`config.mk`:
```
export PLATFORM = sky130hd
export DESIGN_NAME = star_wildcard_name_matcher
export DESIGN_NICKNAME = d
export VERILOG_FILES = /design/src/rtl/core/swnm_pkg.sv /design/src/rtl/core/swnm_closure.sv /design/src/rtl/core/star_wildcard_name_matcher.sv
export SDC_FILE = /design/constraint.sdc
export NUM_CORES = 1
export LEC_CHECK = 0
export BUFFER_PORTS_ARGS = -buffer_cell sky130_fd_sc_hd__buf_2
export CAP_MARGIN = 20
export CELL_PAD_IN_SITES_DETAIL_PLACEMENT = 1
export CELL_PAD_IN_SITES_GLOBAL_PLACEMENT = 1
export CORE_MARGIN = 4
export CORE_UTILIZATION = 45
export CTS_CLUSTER_DIAMETER = 200
export DETAILED_ROUTE_END_ITERATION = 8
export GPL_TIMING_DRIVEN = 0
export PLACE_DENSITY_LB_ADDON = 0.05
export SYNTH_ARGS = -nofsm -noshare
export SYNTH_HDL_FRONTEND = slang
export SYNTH_SLANG_ARGS = --single-unit
```
`constraint.sdc`:
```
create_clock -name clock -period 7.7 [get_ports clock]
set_clock_uncertainty 0.05 [all_clocks]
set_input_delay 1.54 -clock clock [delete_from_list [all_inputs] [get_ports clock]]
set_output_delay 1.54 -clock clock [all_outputs]
set_load 0.005 [all_outputs]
```
`src/rtl/core/swnm_pkg.sv`:
```
// Shared constants for the star wildcard name matcher.
package swnm_pkg;

   // Character handling
   localparam int CHAR_W = 8;
   localparam logic [CHAR_W-1:0] CHAR_FLIP = 8'h80;
   localparam logic [CHAR_W-1:0] SPACE_CHAR = 8'h20;
   localparam logic [CHAR_W-1:0] STAR_CHAR = 8'h2A;

   // Pattern storage layout
   localparam int CHAR_SLOTS = 32;
   localparam int PATTERN_REGS = 4;
   localparam int CHARS_PER_REG = 8;
   localparam int PAT_SEL_W = 2;
   localparam int LEN_W = 6;

   // Configuration port
   localparam int CSR_INDEX_W = 3;
   localparam int CSR_DATA_W = 64;
   localparam logic [CSR_INDEX_W-1:0] CSR_PAT_A = 3'd0;
   localparam logic [CSR_INDEX_W-1:0] CSR_PAT_B = 3'd1;
   localparam logic [CSR_INDEX_W-1:0] CSR_PAT_C = 3'd2;
   localparam logic [CSR_INDEX_W-1:0] CSR_PAT_D = 3'd3;
   localparam logic [CSR_INDEX_W-1:0] CSR_PAT_LEN = 3'd4;

endpackage

```
`src/rtl/core/swnm_closure.sv`:
```
// Parallel-prefix star closure over the pattern position set.
module swnm_closure #(
   parameter int W = 33
) (
   input  logic [W-1:0] set_in,
   input  logic [W-1:0] prop_in,
   output logic [W-1:0] set_out
);

   localparam int LEVELS = $clog2(W);

   // A set position spreads forward through every run of stars that follows it.
   // prop_in[j] means position j is reachable from position j-1.
   always_comb begin
      logic [W-1:0] g;
      logic [W-1:0] p;
      g = set_in;
      p = prop_in;
      for (int k = 0; k < LEVELS; k++) begin
         g = g | (p & (g << (1 << k)));
         p = p & (p << (1 << k));
      end
      set_out = g;
   end

endmodule

```
`src/rtl/core/star_wildcard_name_matcher.sv`:
```
// Top level of the star wildcard name matcher: pattern registers, NFA state and handshakes.
//
//   Port group   Direction   Handshake            Contents
//   req_*        in          req_valid/req_stall  name_byte, last_byte
//   rsp_*        out         rsp_valid/rsp_stall  matched (one per name, at its last byte)
//   csr_*        in          csr_write            pattern_chars_a..d, pattern_length
//
// One request is taken every cycle while req_stall is low; a name byte waits in the input
// register, and the result of its last byte is then registered in the result register.
// The cycle time is set by one bit-parallel NFA update: a character compare per pattern
// position followed by a log-depth prefix network for the star closure.
// Reset is synchronous: it clears the pattern, the length and both valid flags.
// A held response stalls the input register only when it carries another last byte.
module star_wildcard_name_matcher #(
   parameter int MAX_PATTERN = 32
) (
   input  logic                             clock,
   input  logic                             reset,
   input  logic                             req_valid,
   output logic                             req_stall,
   input  logic [swnm_pkg::CHAR_W-1:0]      req_name_byte,
   input  logic                             req_last_byte,
   output logic                             rsp_valid,
   input  logic                             rsp_stall,
   output logic                             rsp_matched,
   input  logic                             csr_write,
   input  logic [swnm_pkg::CSR_INDEX_W-1:0] csr_index,
   input  logic [swnm_pkg::CSR_DATA_W-1:0]  csr_data
);

   import swnm_pkg::*;

   localparam int EFF_MAX = (MAX_PATTERN < CHAR_SLOTS) ? MAX_PATTERN : CHAR_SLOTS;
   localparam int NPOS = EFF_MAX + 1;
   localparam int LW = $clog2(NPOS);

   logic [CSR_DATA_W-1:0] pat_ff [PATTERN_REGS];
   logic [LEN_W-1:0]      len_ff;
   logic                  s1_valid_ff;
   logic [CHAR_W-1:0]     s1_char_ff;
   logic                  s1_last_ff;
   logic                  rsp_valid_ff;
   logic                  rsp_matched_ff;
   logic [NPOS-1:0]       active_ff;
   logic [NPOS-1:0]       before_ff;
   logic                  fresh_ff;
   logic                  fresh_in;

   logic [LW-1:0]         eff_len;
   logic [CHAR_W-1:0]     pat_char [EFF_MAX];
   logic [EFF_MAX-1:0]    star_mask;
   logic [EFF_MAX-1:0]    hit_mask;
   logic [NPOS-1:0]       start_set;
   logic [NPOS-1:0]       cur_set;
   logic [NPOS-1:0]       cur_before;
   logic [NPOS-1:0]       step_set;
   logic [NPOS-1:0]       next_set;
   logic [NPOS-1:0]       next_before;
   logic                  matched;
   logic                  cfg_hit;
   logic                  out_free;
   logic                  s1_fire;
   logic                  req_take;

   // Effective pattern length saturates at the number of positions kept.
   assign eff_len = (len_ff > LEN_W'(EFF_MAX)) ? LW'(EFF_MAX) : LW'(len_ff);

   // Per-position character compare against the byte in the input register.
   for (genvar i = 0; i < EFF_MAX; i++) begin : g_pos
      logic in_len;
      assign pat_char[i] = pat_ff[i / CHARS_PER_REG][(i % CHARS_PER_REG) * CHAR_W +: CHAR_W];
      assign in_len = LW'(i) < eff_len;
      assign star_mask[i] = in_len && (pat_char[i] == STAR_CHAR);
      assign hit_mask[i] = in_len && (pat_char[i] != STAR_CHAR) && (pat_char[i] == s1_char_ff);
   end

   // Start set: position zero plus the leading stars.
   swnm_closure #(.W(NPOS)) u_start_closure (
      .set_in  (NPOS'(1)),
      .prop_in ({star_mask, 1'b0}),
      .set_out (start_set)
   );

   // A fresh name begins from the start set of the current pattern.
   assign cur_set = fresh_ff ? start_set : active_ff;
   assign cur_before = fresh_ff ? start_set : before_ff;

   // Stars keep their position, matching characters advance by one.
   assign step_set = {1'b0, cur_set[EFF_MAX-1:0] & star_mask}
                   | {cur_set[EFF_MAX-1:0] & hit_mask, 1'b0};

   swnm_closure #(.W(NPOS)) u_step_closure (
      .set_in  (step_set),
      .prop_in ({star_mask, 1'b0}),
      .set_out (next_set)
   );

   // Trailing spaces do not move the set that the verdict is taken from.
   assign next_before = (s1_char_ff != SPACE_CHAR) ? next_set : cur_before;
   assign matched = next_before[eff_len];

   // Handshake control.
   assign cfg_hit = csr_write && (csr_index <= CSR_PAT_LEN);
   assign out_free = !rsp_valid_ff || !rsp_stall;
   assign s1_fire = s1_valid_ff && (!s1_last_ff || out_free);
   assign req_stall = s1_valid_ff && !s1_fire;
   assign req_take = req_valid && !req_stall;

   // The state restarts after a result and after any write to a pattern or length register.
   always_comb begin
      fresh_in = fresh_ff;
      if (s1_fire) begin
         fresh_in = s1_last_ff;
      end
      if (cfg_hit) begin
         fresh_in = 1'b1;
      end
   end

   // Configuration registers.
   always_ff @(posedge clock) begin
      if (reset) begin
         for (int k = 0; k < PATTERN_REGS; k++) begin
            pat_ff[k] <= '0;
         end
         len_ff <= '0;
      end else if (csr_write) begin
         case (csr_index)
            CSR_PAT_A, CSR_PAT_B, CSR_PAT_C, CSR_PAT_D: begin
               pat_ff[csr_index[PAT_SEL_W-1:0]] <= csr_data;
            end
            CSR_PAT_LEN: begin
               len_ff <= csr_data[LEN_W-1:0];
            end
            default: begin
            end
         endcase
      end
   end

   // Input register, NFA state and result register.
   always_ff @(posedge clock) begin
      if (reset) begin
         s1_valid_ff <= 1'b0;
         rsp_valid_ff <= 1'b0;
         fresh_ff <= 1'b1;
      end else begin
         fresh_ff <= fresh_in;
         if (req_take) begin
            s1_valid_ff <= 1'b1;
         end else if (s1_fire) begin
            s1_valid_ff <= 1'b0;
         end
         if (s1_fire && s1_last_ff) begin
            rsp_valid_ff <= 1'b1;
         end else if (!rsp_stall) begin
            rsp_valid_ff <= 1'b0;
         end
      end
   end

   // Payload registers need no reset.
   always_ff @(posedge clock) begin
      if (req_take) begin
         s1_char_ff <= req_name_byte ^ CHAR_FLIP;
         s1_last_ff <= req_last_byte;
      end
      if (s1_fire) begin
         active_ff <= next_set;
         before_ff <= next_before;
      end
      if (s1_fire && s1_last_ff) begin
         rsp_matched_ff <= matched;
      end
   end

   assign rsp_valid = rsp_valid_ff;
   assign rsp_matched = rsp_matched_ff;

   // A last byte that leaves the input register always lands in the result register.
   a_last_gives_result: assert property (@(posedge clock) disable iff (reset)
      s1_fire && s1_last_ff |=> rsp_valid_ff)
      else $error("last byte did not produce a result");

   // A write to a pattern or length register restarts the name state.
   a_cfg_restarts: assert property (@(posedge clock) disable iff (reset)
      cfg_hit |=> fresh_ff)
      else $error("register write did not restart the state");

   // A middle byte leaves the state in progress.
   a_mid_byte_keeps_name: assert property (@(posedge clock) disable iff (reset)
      s1_fire && !s1_last_ff && !cfg_hit |=> !fresh_ff)
      else $error("middle byte restarted the state");

   // Without a step or a write the state holds.
   a_state_holds: assert property (@(posedge clock) disable iff (reset)
      !s1_fire && !cfg_hit |=> $stable(fresh_ff) && (fresh_ff || $stable(active_ff)))
      else $error("state changed without a step");

   // Requests are held back only behind a last byte blocked by a held response.
   a_stall_cause: assert property (@(posedge clock) disable iff (reset)
      req_stall |-> s1_valid_ff && s1_last_ff && rsp_valid_ff && rsp_stall)
      else $error("request stalled without a blocked result");

endmodule

```
==> flow_summary.toml, run 1 <==
[status]
status = "complete, no violations"

[floorplan]
die-area_mm2 = 0.0470
rows = 76
core_mm2 = 0.0431
die_w_um = 217
io-pin-count = 84
die_h_um = 217
start_util_pct = 45.5

[timing]
final_max_slew_viol_count = 0
fin_crit_sh_pct = 93.9
finalCriticalPeriod_ns = 7.23
final_hold_viol_count = 0
setup_viol = 0
slew_headroom_pct = 13.4
fmax_mhz = 138
hold_ws_ns = 0.512
tightest_slew_ns = 1.28
rsz0062_at_grt = "false"

[global_routing]
grt_usage_pct = 33.4
grt_pass1_vias = 16960
grt_max_degree = 33
grt_overflow = 0
grt_pass1_wl_um = 115000
antenna_found_initial = 2

[placed_design]
placed_cell_area_mm2 = 0.0211
gp_congestion = 0.981
io_buffers = 82
numPlacedInstances = 2603
dp_hpwl_um = 61400

[hold_path]
min_path_type = "flip-flop to flip-flop"
whs_endpoint = "rsp_valid"
min_path_cells = 2
hp-start = "rsp_valid"

[setup_path]
path_max_fanout = 10
critPathCaptureType = "flip-flop"
start_kind = "flip-flop"
cp.required_ns = 7.83
reg2reg_slack_ns = 0.47
r2r_start = "len_ff[4]"
arrival_ns = 7.36
critPathKind = "flip-flop to flip-flop"
r2r_end = "rsp_matched"
rr_worst_depth = 16

[yosys]
ys_dominant_reg_cell = "edfxtp_1"
async_flop_share_pct = 0
syn-num-nets = 1997
synthesis.area_mm2 = 0.0196
syn_area_per_cell_um2 = 10.2
ys_warn_count = 0
synth_cells = 1916
ys_ff_latch = 340
synth_edf_count = 331
synth_seq_area_share_pct = 51.6
synth_cell_types = 87

[job]
maxCapViolations = 0

[routing]
drt_pass1_iterations = 5
drt_iter0_markers = 2021
via_per_inst = 6.20
wl_um = 79600
routedWlPerCell_um = 29.7
vias = 16609
drc = 0
antenna_left = 0

[finish]
layout.nets = 2147
drive_above_1_share_pct = 11.3
final_area_mm2 = 0.0223
diodes = 0
final_cells = 2678
syn_to_final_growth_pct = 13.9
postLayoutCoreUtil_pct = 51.9

[clocking]
clock_path_buffers = 3
cts_buffers = 40
worst_skew_pair.late_latency_ns = 0.59
cts_setup_buffers = 0
cts_sinks = 340
clockRootBuffer = "clkbuf_16"
path_clk_slew_ns = 0.05
cts_tree = "built"
cts_hold_buffers = 0
cts_htree_levels = 2
cts_resized = 0

[pwr]
vdd_ir_drop_max_v = 0.000176
p_leak_nw = 8.13
powerDensity_mw_per_mm2 = 200
## layout by cell type, fill, tap and decap left out, types with 10 or more instances in the layout
master	count
a211oi_1	18
a21o_1	10
a21oi_1	69
and2_1	10
and3_1	16
buf_1	14
buf_2	122
clkbuf_1	69
clkbuf_16	40
clkinv_1	11
edfxtp_1	331
inv_1	96
nand2_1	168
nand3_1	34
nand4_1	46
nor2_1	290
nor2b_1	14
nor3_1	31
nor4_1	59
nor4b_1	31
nor4bb_1	32
o211ai_1	18
o21a_1	13
o21ai_0	36
or2_2	14
xnor2_1	114
xor2_1	142
## final cells by class
class	instances	area (µm²)
fillers	4761	20700
plain buffers	107	455
well taps	585	732
clock buffers	51	1060
clock inverters	18	116
inverters	97	364
repair buffers	108	744
flip-flops and latches	340	10100
multi-input cells	1372	8750
## logic make-up (layout without fill, tap and decap cells)
kind of cell | count (synthesis) | count (layout) | synth area share (%)
and+or+nand+nor | 783 | 783 | 20.2
DFF | 340 | 340 | 51.6
buffers and inverters | 204 | 381 | 4.18
AOI/OAI and AO/OA | 324 | 324 | 12.2
muxes | 9 | 9 | 0.459
xor gates and xnor gates | 256 | 256 | 11.4
## synthesized netlist by cell type (6+ instances only)
library cell  number  area (µm²)
o21a_1            13        97.6
buf_1             14        52.6
dfxtp_1            9         180
and3_1            16         100
buf_2             31         155
a22oi_1            8        60.1
xnor2_1          114         998
a21boi_0           8        60.1
nor4b_1           32         280
a221o_1            8        80.1
a211o_1            7        61.3
a21o_1            10        75.1
nor4bb_1          32         320
a2111oi_0          7        61.3
nand4_1           46         288
nor4_1            59         369
clkbuf_1          60         225
inv_1             96         360
a221oi_1           9        78.8
o211a_1            9        90.1
and4_1             9        78.8
a21oi_1           69         345
o21ai_0           40         200
and2_1            10        62.6
xor2_1           142        1240
or2_2             14        87.6
nor2b_1           14        87.6
nor2_1           290        1090
a211oi_1          18         135
nor3_1            31         155
edfxtp_1         331        9940
o22ai_1            6        37.5
o211ai_1          18         135
mux2i_1            9        90.1
nand2_1          168         631
nand3_1           34         170
o2111ai_1          8        70.1
a31oi_1           10        62.6
## where the power goes
part	internal (mW)	total, mW	switching (mW)	leakage (nW)
Sequential	2.15	2.23	0.0780	3.28
Clock	0.977	1.77	0.797	0.576
Combinational	0.165	0.470	0.305	4.27
## registers in the layout, indices dropped and copies added, names as in the netlist
signal / count
active_ff: 32
before_ff: 33
fresh_ff: 1
len_ff: 6
pat_ff: 256
rsp_matched: 1
rsp_valid: 1
s1_char_ff: 8
s1_last_ff: 1
s1_valid_ff: 1
## layer usage
layer,vias up,routed length [µm],share of wire (%),track usage (%)
met5,-,14,0.018,0
met4,2,3620,4.6,14.1
met3,172,5840,7.3,4.51
met2,707,37300,47,54.8
met1,8401,32800,41,44.9
li1,7327,-,-,-
## through the flow
step / worst slack [ns] / total power, mW / TNS [ns]
CTS: 0.810 / 4.48 / 0
floorplan: 0.410 / 2.53 / 0
detailed placement: 0.848 / 2.72 / 0
global placement: -2.21 / 2.70 / -471.36
finish: 0.466 / 4.47 / 0
global route: 0.517 / 4.62 / 0
## worst max path at each step
stage                       from             to  slack [ns]  cells after the start
floorplan           csr_index[1]   pat_ff[0][0]        0.41                      4
global placement    csr_index[1]  pat_ff[0][32]       -2.21                      5
detailed placement     len_ff[4]    rsp_matched        0.85                     17
CTS                    len_ff[4]    rsp_matched        0.81                     17
global route           len_ff[4]    rsp_matched        0.52                     16
finish                 len_ff[4]    rsp_matched        0.47                     16
## worst max-delay path, stage by stage, from the launching register on
cell and delay, ns:
dfxtp_1 0.29, clkbuf_1 0.21, clkbuf_1 0.38, buf_1 0.54
nor2_1 0.92, o21ai_0 0.67, nand4_1 0.50, o211ai_1 0.16
a211o_1 0.34, a21o_1 0.17, a211oi_2 0.40, o211ai_1 0.29
a21boi_0 0.68, a2111o_1 0.26, nand4b_1 0.14, o41ai_1 0.42
o2111ai_1 0.40
Note: power is estimated with default switching activity, not from simulation.
==> run 2: changes to the inputs <==
- ABC_AREA: not set -> 1
- CELL_PAD_IN_SITES_DETAIL_PLACEMENT: 1 -> 2
- CELL_PAD_IN_SITES_GLOBAL_PLACEMENT: 1 -> 2
- CORE_UTILIZATION: 45 -> 34
- CTS_BUF_LIST: not set -> sky130_fd_sc_hd__clkbuf_8 sky130_fd_sc_hd__clkbuf_16
==> run 2 against run 1 <==
Combinational power grew 20%. Sequential cell count unchanged. Routed wire length up 38%. Non-clock buffer count down 36. Sequential share of layout area fell by 5.3 points. Sequential power about the same. Count of clock-buffer cells in the layout down 7. Synthesized cell count grew 55%. Synthesized area up 14%. Fmax increased by 36%. Critical path type unchanged. Largest power group unchanged.
==> flow_summary.toml, run 2 <==
[status]
status = "complete, no violations"

[routing]
wl_um = 110000
drc = 0
drt_pass1_iterations = 5
antenna_left = 0
routedWlPerCell_um = 27.5
via_per_inst = 5.34
vias = 21349
drt_iter0_markers = 1558

[setup_path]
cp.required_ns = 8.11
path_max_fanout = 9
critPathCaptureType = "flip-flop"
start_kind = "flip-flop"
cpMostUsedCell = "nand2_1"
crit_slowest_cell = "nor2_1"
cp_slowest_stage_delay_ns = 0.75
arrival_ns = 5.74
critPathKind = "flip-flop to flip-flop"

[pwr]
power.total_mw = 4.75
p_sw_share_pct = 28.9
clkPwrFrac_pct = 41.2
power.switching_mw = 1.37
p_leak_nw = 10.9
vdd_ir_drop_max_v = 0.000181
powerDensity_mw_per_mm2 = 188
intPower_mw = 3.38
pwr-share-seq_pct = 46.8
power_frac_comb_pct = 11.9

[yosys]
ys_warn_count = 0
synth_cell_types = 52
synthAdderAreaFrac_pct = 0
yosys.area_share.simple_pct = 34.5
ys_top_cells_by_area = "edfxtp_1 44%, nand2_1 14%, nor2_1 8.8%"
ys_dominant_reg_cell = "edfxtp_1"
synth_top_family_by_area = "simple AND/OR/NAND/NOR gates"
synth.top_cell.area_share_pct = 44.4
synthMuxAreaShare_pct = 0
synth_seq_area_share_pct = 45.2
synth_compound_area_share_pct = 3.79
synth_xor_area_share_pct = 7.87
async_flop_share_pct = 0
synth_edf_count = 331
synth_cells = 2972
yosys.area.top_type = "edfxtp_1"
synthesis.area_mm2 = 0.0224
syn-num-nets = 3053
syn_area_per_cell_um2 = 7.53
synth.most_common_cell = "nand2_1"
ys_ff_latch = 340
yosys-top-cells-count = "805 x nand2_1, 524 x nor2_1, 376 x inv_1"

[finish]
final_cell_mix = "801 x nand2_1, 524 x nor2_1, 382 x inv_1, 331 x edfxtp_1, 176 x nand3_1"
multi_input_area_mm2 = 0.0104
regArea_mm2 = 0.0101
layout.nets = 3189
drive_above_1_share_pct = 9.46
diodes = 0
nFillCells = 7589
final_common_cell = "nand2_1"
regMostFlops = "pat_ff"
syn_to_final_growth_pct = 13.0
reg_top3 = "pat_ff: 256 flops, before_ff: 33 flops, active_ff: 32 flops"
largest_reg_flops = 256

[floorplan]
core_mm2 = 0.0648
die-area_mm2 = 0.0700
io-pin-count = 84
rows = 93
die_w_um = 265
start_util_pct = 34.5
die_h_um = 265

[clocking]
clock_path_buffers = 3
cts_resized = 0
cts_hold_buffers = 0
cts_htree_levels = 2
cts_sinks = 340
cts_setup_buffers = 0
cts_buffers = 44
clockRootBuffer = "clkbuf_16"
cts_tree = "built"
path_clk_slew_ns = 0.06
worst_skew_pair.late_latency_ns = 0.61

[placed_design]
io_buffers = 83
dp_hpwl_um = 87700
gp_congestion = 0.962

[timing]
finalCriticalPeriod_ns = 5.33
setup-tns-final_ns = 0
final_hold_viol_count = 0
fmax_mhz = 188
final_max_slew_viol_count = 0
fin_crit_sh_pct = 69.2
slew_headroom_pct = 13.9
setup_viol = 0
hold_ws_ns = 0.486
rsz0062_at_grt = "false"
tightest_slew_ns = 1.28

[global_routing]
grt_max_degree = 65
antenna_found_initial = 2
grt_pass1_vias = 23135
grt_pass1_wl_um = 157000
grt_usage_pct = 30.6
grt_overflow = 0

[job]
maxCapViolations = 0

[hold_path]
min_path_type = "flip-flop to flip-flop"
-- run 2: metrics by stage --
| stage | cells | util (%) | area (µm²) | setup slack [ns] |
|---|---|---|---|---|
| finish | 3995 | 39.0 | 25300 | 2.37 |
| global route | 3995 | 39.0 | 25300 | 2.31 |
| CTS | 3993 | 39.0 | 25300 | 2.35 |
| detailed placement | 3915 | 37.0 | 24000 | 2.38 |
| global placement | 3910 | 36.8 | 23900 | 1.79 |
| floorplan | 2972 | - | 22400 | 3.41 |
-- run 2: worst paths after layout --
| kind | from | to | slack (ns) | depth (start not counted) |
|---|---|---|---|---|
| setup / recovery | len_ff[0] | rsp_matched | 2.37 | 29 |
| hold / removal | s1_valid_ff | s1_valid_ff | 0.49 | 2 |
| setup reg to reg | len_ff[0] | rsp_matched | 2.37 | 29 |
| hold reg to reg | s1_valid_ff | s1_valid_ff | 0.49 | 2 |
-- run 2: logic make-up (layout without fill, tap and decap cells) --
kind of cell,count (synthesis),in the layout
flip-flops,340,340
AO/OA/AOI/OAI,149,149
buffers and inverters,485,653
XOR/XNOR,201,201
AND/OR/NAND/NOR,1797,1797
-- run 2: power groups by stage --
stage	clock network, mW	logic, mW	registers [mW]
6_report	1.96	0.566	2.23
5_1_grt	2.06	0.611	2.24
4_1_cts	1.99	0.564	2.23
3_5_place_dp	0	0.560	2.26
3_3_place_gp	0	0.526	2.26
2_1_floorplan	0	0.333	2.24
-- run 2: per-layer routing --
layer  up-vias  track usage, %  wire length (µm)  part of all wire (%)
li1       9793               -                 -                     -
met1     10856            38.6             46600                    42
met2       485            53.5             53500                    49
met3       211            3.66              4640                   4.2
met4         4            12.1              4930                   4.5
met5         -               0                27                 0.025
-- run 2: final cells by class --
| class | instances | share of cell area, % |
|---|---|---|
| Multi-Input combinational cell | 2147 | 41.0 |
| Sequential cell | 340 | 40.0 |
| Inverter | 396 | 5.90 |
| Clock buffer | 44 | 4.35 |
| Tap cell | 855 | 4.23 |
| Timing Repair Buffer | 90 | 1.96 |
| Buffer | 89 | 1.68 |
| Clock inverter | 34 | 0.851 |
-- run 2: critical path: cells and delay by family, from the launching register on --
family / cells / cell delay, ns
DFF: 1 / 0.30
and+or+nand+nor: 25 / 4.16
buffers and inverters: 4 / 0.66
==> run 3: changes to the inputs <==
- CORE_UTILIZATION: 34 -> 37
- clock period: 7.7 -> 5.35 ns (I/O delays scaled with it)
==> run 3 against run 2 <==
Register-to-register slack got worse by 2.1 ns. Sequential power rose by 44%. Routed wire length is 0.79% lower. Final cell count fell by 2.2%. Worst setup slack worse by 2.1 ns. Design area down 0.39%. Sequential share of layout area rose by 0.16 points. Critical endpoint unchanged. Count of clock-buffer cells in the layout fell by 1. Power up 45%.
==> flow_summary.toml, run 3 (same netlist as run 2, synthesis figures left out) <==
[status]
status = "complete, no violations"

[routing]
vias = 21504
drt_iter0_markers = 1537
antenna_left = 0
wl_um = 109000
drt_pass1_iterations = 7
drc = 0
routedWlPerCell_um = 27.9
via_per_inst = 5.50

[setup_path]
crit_slowest_cell = "buf_2"
arrival_ns = 5.48
critPathKind = "flip-flop to flip-flop"
path_max_fanout = 10
cp_num_buf_inv = 6
critPathCaptureType = "flip-flop"
cpMostUsedCell = "nand2_1"
cp.required_ns = 5.75
cp_slowest_stage_delay_ns = 0.58
start_kind = "flip-flop"
critPathTopFamily = "simple AND/OR/NAND/NOR gates"

[global_routing]
grt_usage_pct = 33.3
grt_overflow = 0
grt_pass1_vias = 23341
grt_pass1_wl_um = 155000
antenna_found_initial = 5
grt_max_degree = 66

[finish]
regArea_mm2 = 0.0101
final_cell_mix = "801 x nand2_1, 524 x nor2_1, 386 x inv_1, 331 x edfxtp_1, 176 x nand3_1"
final_common_cell = "nand2_1"
reg_top3 = "pat_ff: 256 flops, before_ff: 33 flops, active_ff: 32 flops"
multi_input_area_mm2 = 0.0104
regMostFlops = "pat_ff"
nFillCells = 6948
layout.nets = 3186
drive_above_1_share_pct = 9.45
largest_reg_flops = 256
syn_to_final_growth_pct = 12.6
postLayoutCoreUtil_pct = 42.4

[timing]
fmax_mhz = 197
final_hold_viol_count = 0
setup-tns-final_ns = 0
hold_ws_ns = 0.497
setup_viol = 0
rsz0062_at_grt = "false"
final_max_slew_viol_count = 0
fin_crit_sh_pct = 94.9
tightest_slew_ns = 1.22
finalCriticalPeriod_ns = 5.08
slew_headroom_pct = 18.0

[floorplan]
rows = 89
die_w_um = 254
die-area_mm2 = 0.0645
core_mm2 = 0.0595
start_util_pct = 37.6
die_h_um = 254
io-pin-count = 84

[clocking]
worst_skew_pair.late_latency_ns = 0.60
clockRootBuffer = "clkbuf_16"
cts_sinks = 340
cts_buffers = 43
cts_hold_buffers = 0
clock_path_buffers = 3
path_clk_slew_ns = 0.06
cts_tree = "built"
cts_htree_levels = 2

[pwr]
powerDensity_mw_per_mm2 = 273
vdd_ir_drop_max_v = 0.000269
p_leak_nw = 10.9
power.total_mw = 6.87

[placed_design]
dp_hpwl_um = 86000
gp_congestion = 0.924
io_buffers = 83

[hold_path]
min_path_type = "flip-flop to flip-flop"

[job]
maxCapViolations = 0
## run 3: layout make-up
type / count / area share, %
Inverter: 396 / 5.92
Buffer: 89 / 1.69
Clock buffer: 43 / 4.27
Clock inverter: 30 / 0.899
Multi-Input combinational cell: 2147 / 41.2
Sequential cell: 340 / 40.2
Timing Repair Buffer: 88 / 1.98
Antenna cell: 1 / 0.00993
Tap cell: 773 / 3.84
## run 3: final timing paths
path / from / cells after the start / slack, ns / end
setup / recovery: s1_char_ff[3] / 25 / 0.27 / rsp_matched
hold / removal: s1_valid_ff / 2 / 0.50 / s1_valid_ff
setup reg to reg: s1_char_ff[3] / 25 / 0.27 / rsp_matched
hold reg to reg: s1_valid_ff / 2 / 0.50 / s1_valid_ff
## run 3: through the flow
step / std cells / cell area [µm²] / setup slack (ns)
detailed placement: 3833 / 23900 / -0.0153
CTS: 3906 / 25200 / 0.0283
global route: 3906 / 25200 / 0.0285
finish: 3907 / 25200 / 0.273
global placement: 3828 / 23800 / 0.0804
floorplan: 2972 / 22400 / 1.53
## run 3: power breakdown
group / switching [mW] / internal (mW)
sequential: 0.121 / 3.09
clock: 1.24 / 1.60
combinational: 0.586 / 0.232
## run 3: routing by layer
layer	global-route usage [%]	vias up	wire (µm)
met5	0	-	39
met4	16.1	6	6260
met3	4.92	267	5560
met2	58.2	595	53100
met1	40.2	10837	43900
li1	-	9799	-
## run 3: timing repair
| action | in CTS | in global routing |
|---|---|---|
| setup buffers | 0 | 0 |
| gates resized for setup | 1 | 1 |
| endpoints found under the setup margin | 1 | 1 |
## run 3: worst register-to-register path, stage by stage (launching register included)
cell      delay [ns]
edfxtp_1        0.33
buf_2           0.30
buf_2           0.49
buf_2           0.54
buf_2           0.59
xnor2_1         0.23
nand4_1         0.15
nor4_2          0.56
nand2_1         0.22
nand2_1         0.16
inv_1           0.05
nand2_1         0.09
nand2_1         0.06
nand2_1         0.07
a21oi_1         0.08
nand3_1         0.15
nand2_1         0.07
nand2_1         0.09
nand2_1         0.07
nand2_1         0.11
inv_1           0.05
nand2_1         0.10
nand2_1         0.07
nand3_1         0.13
nand2_1         0.06
nand2_1         0.08
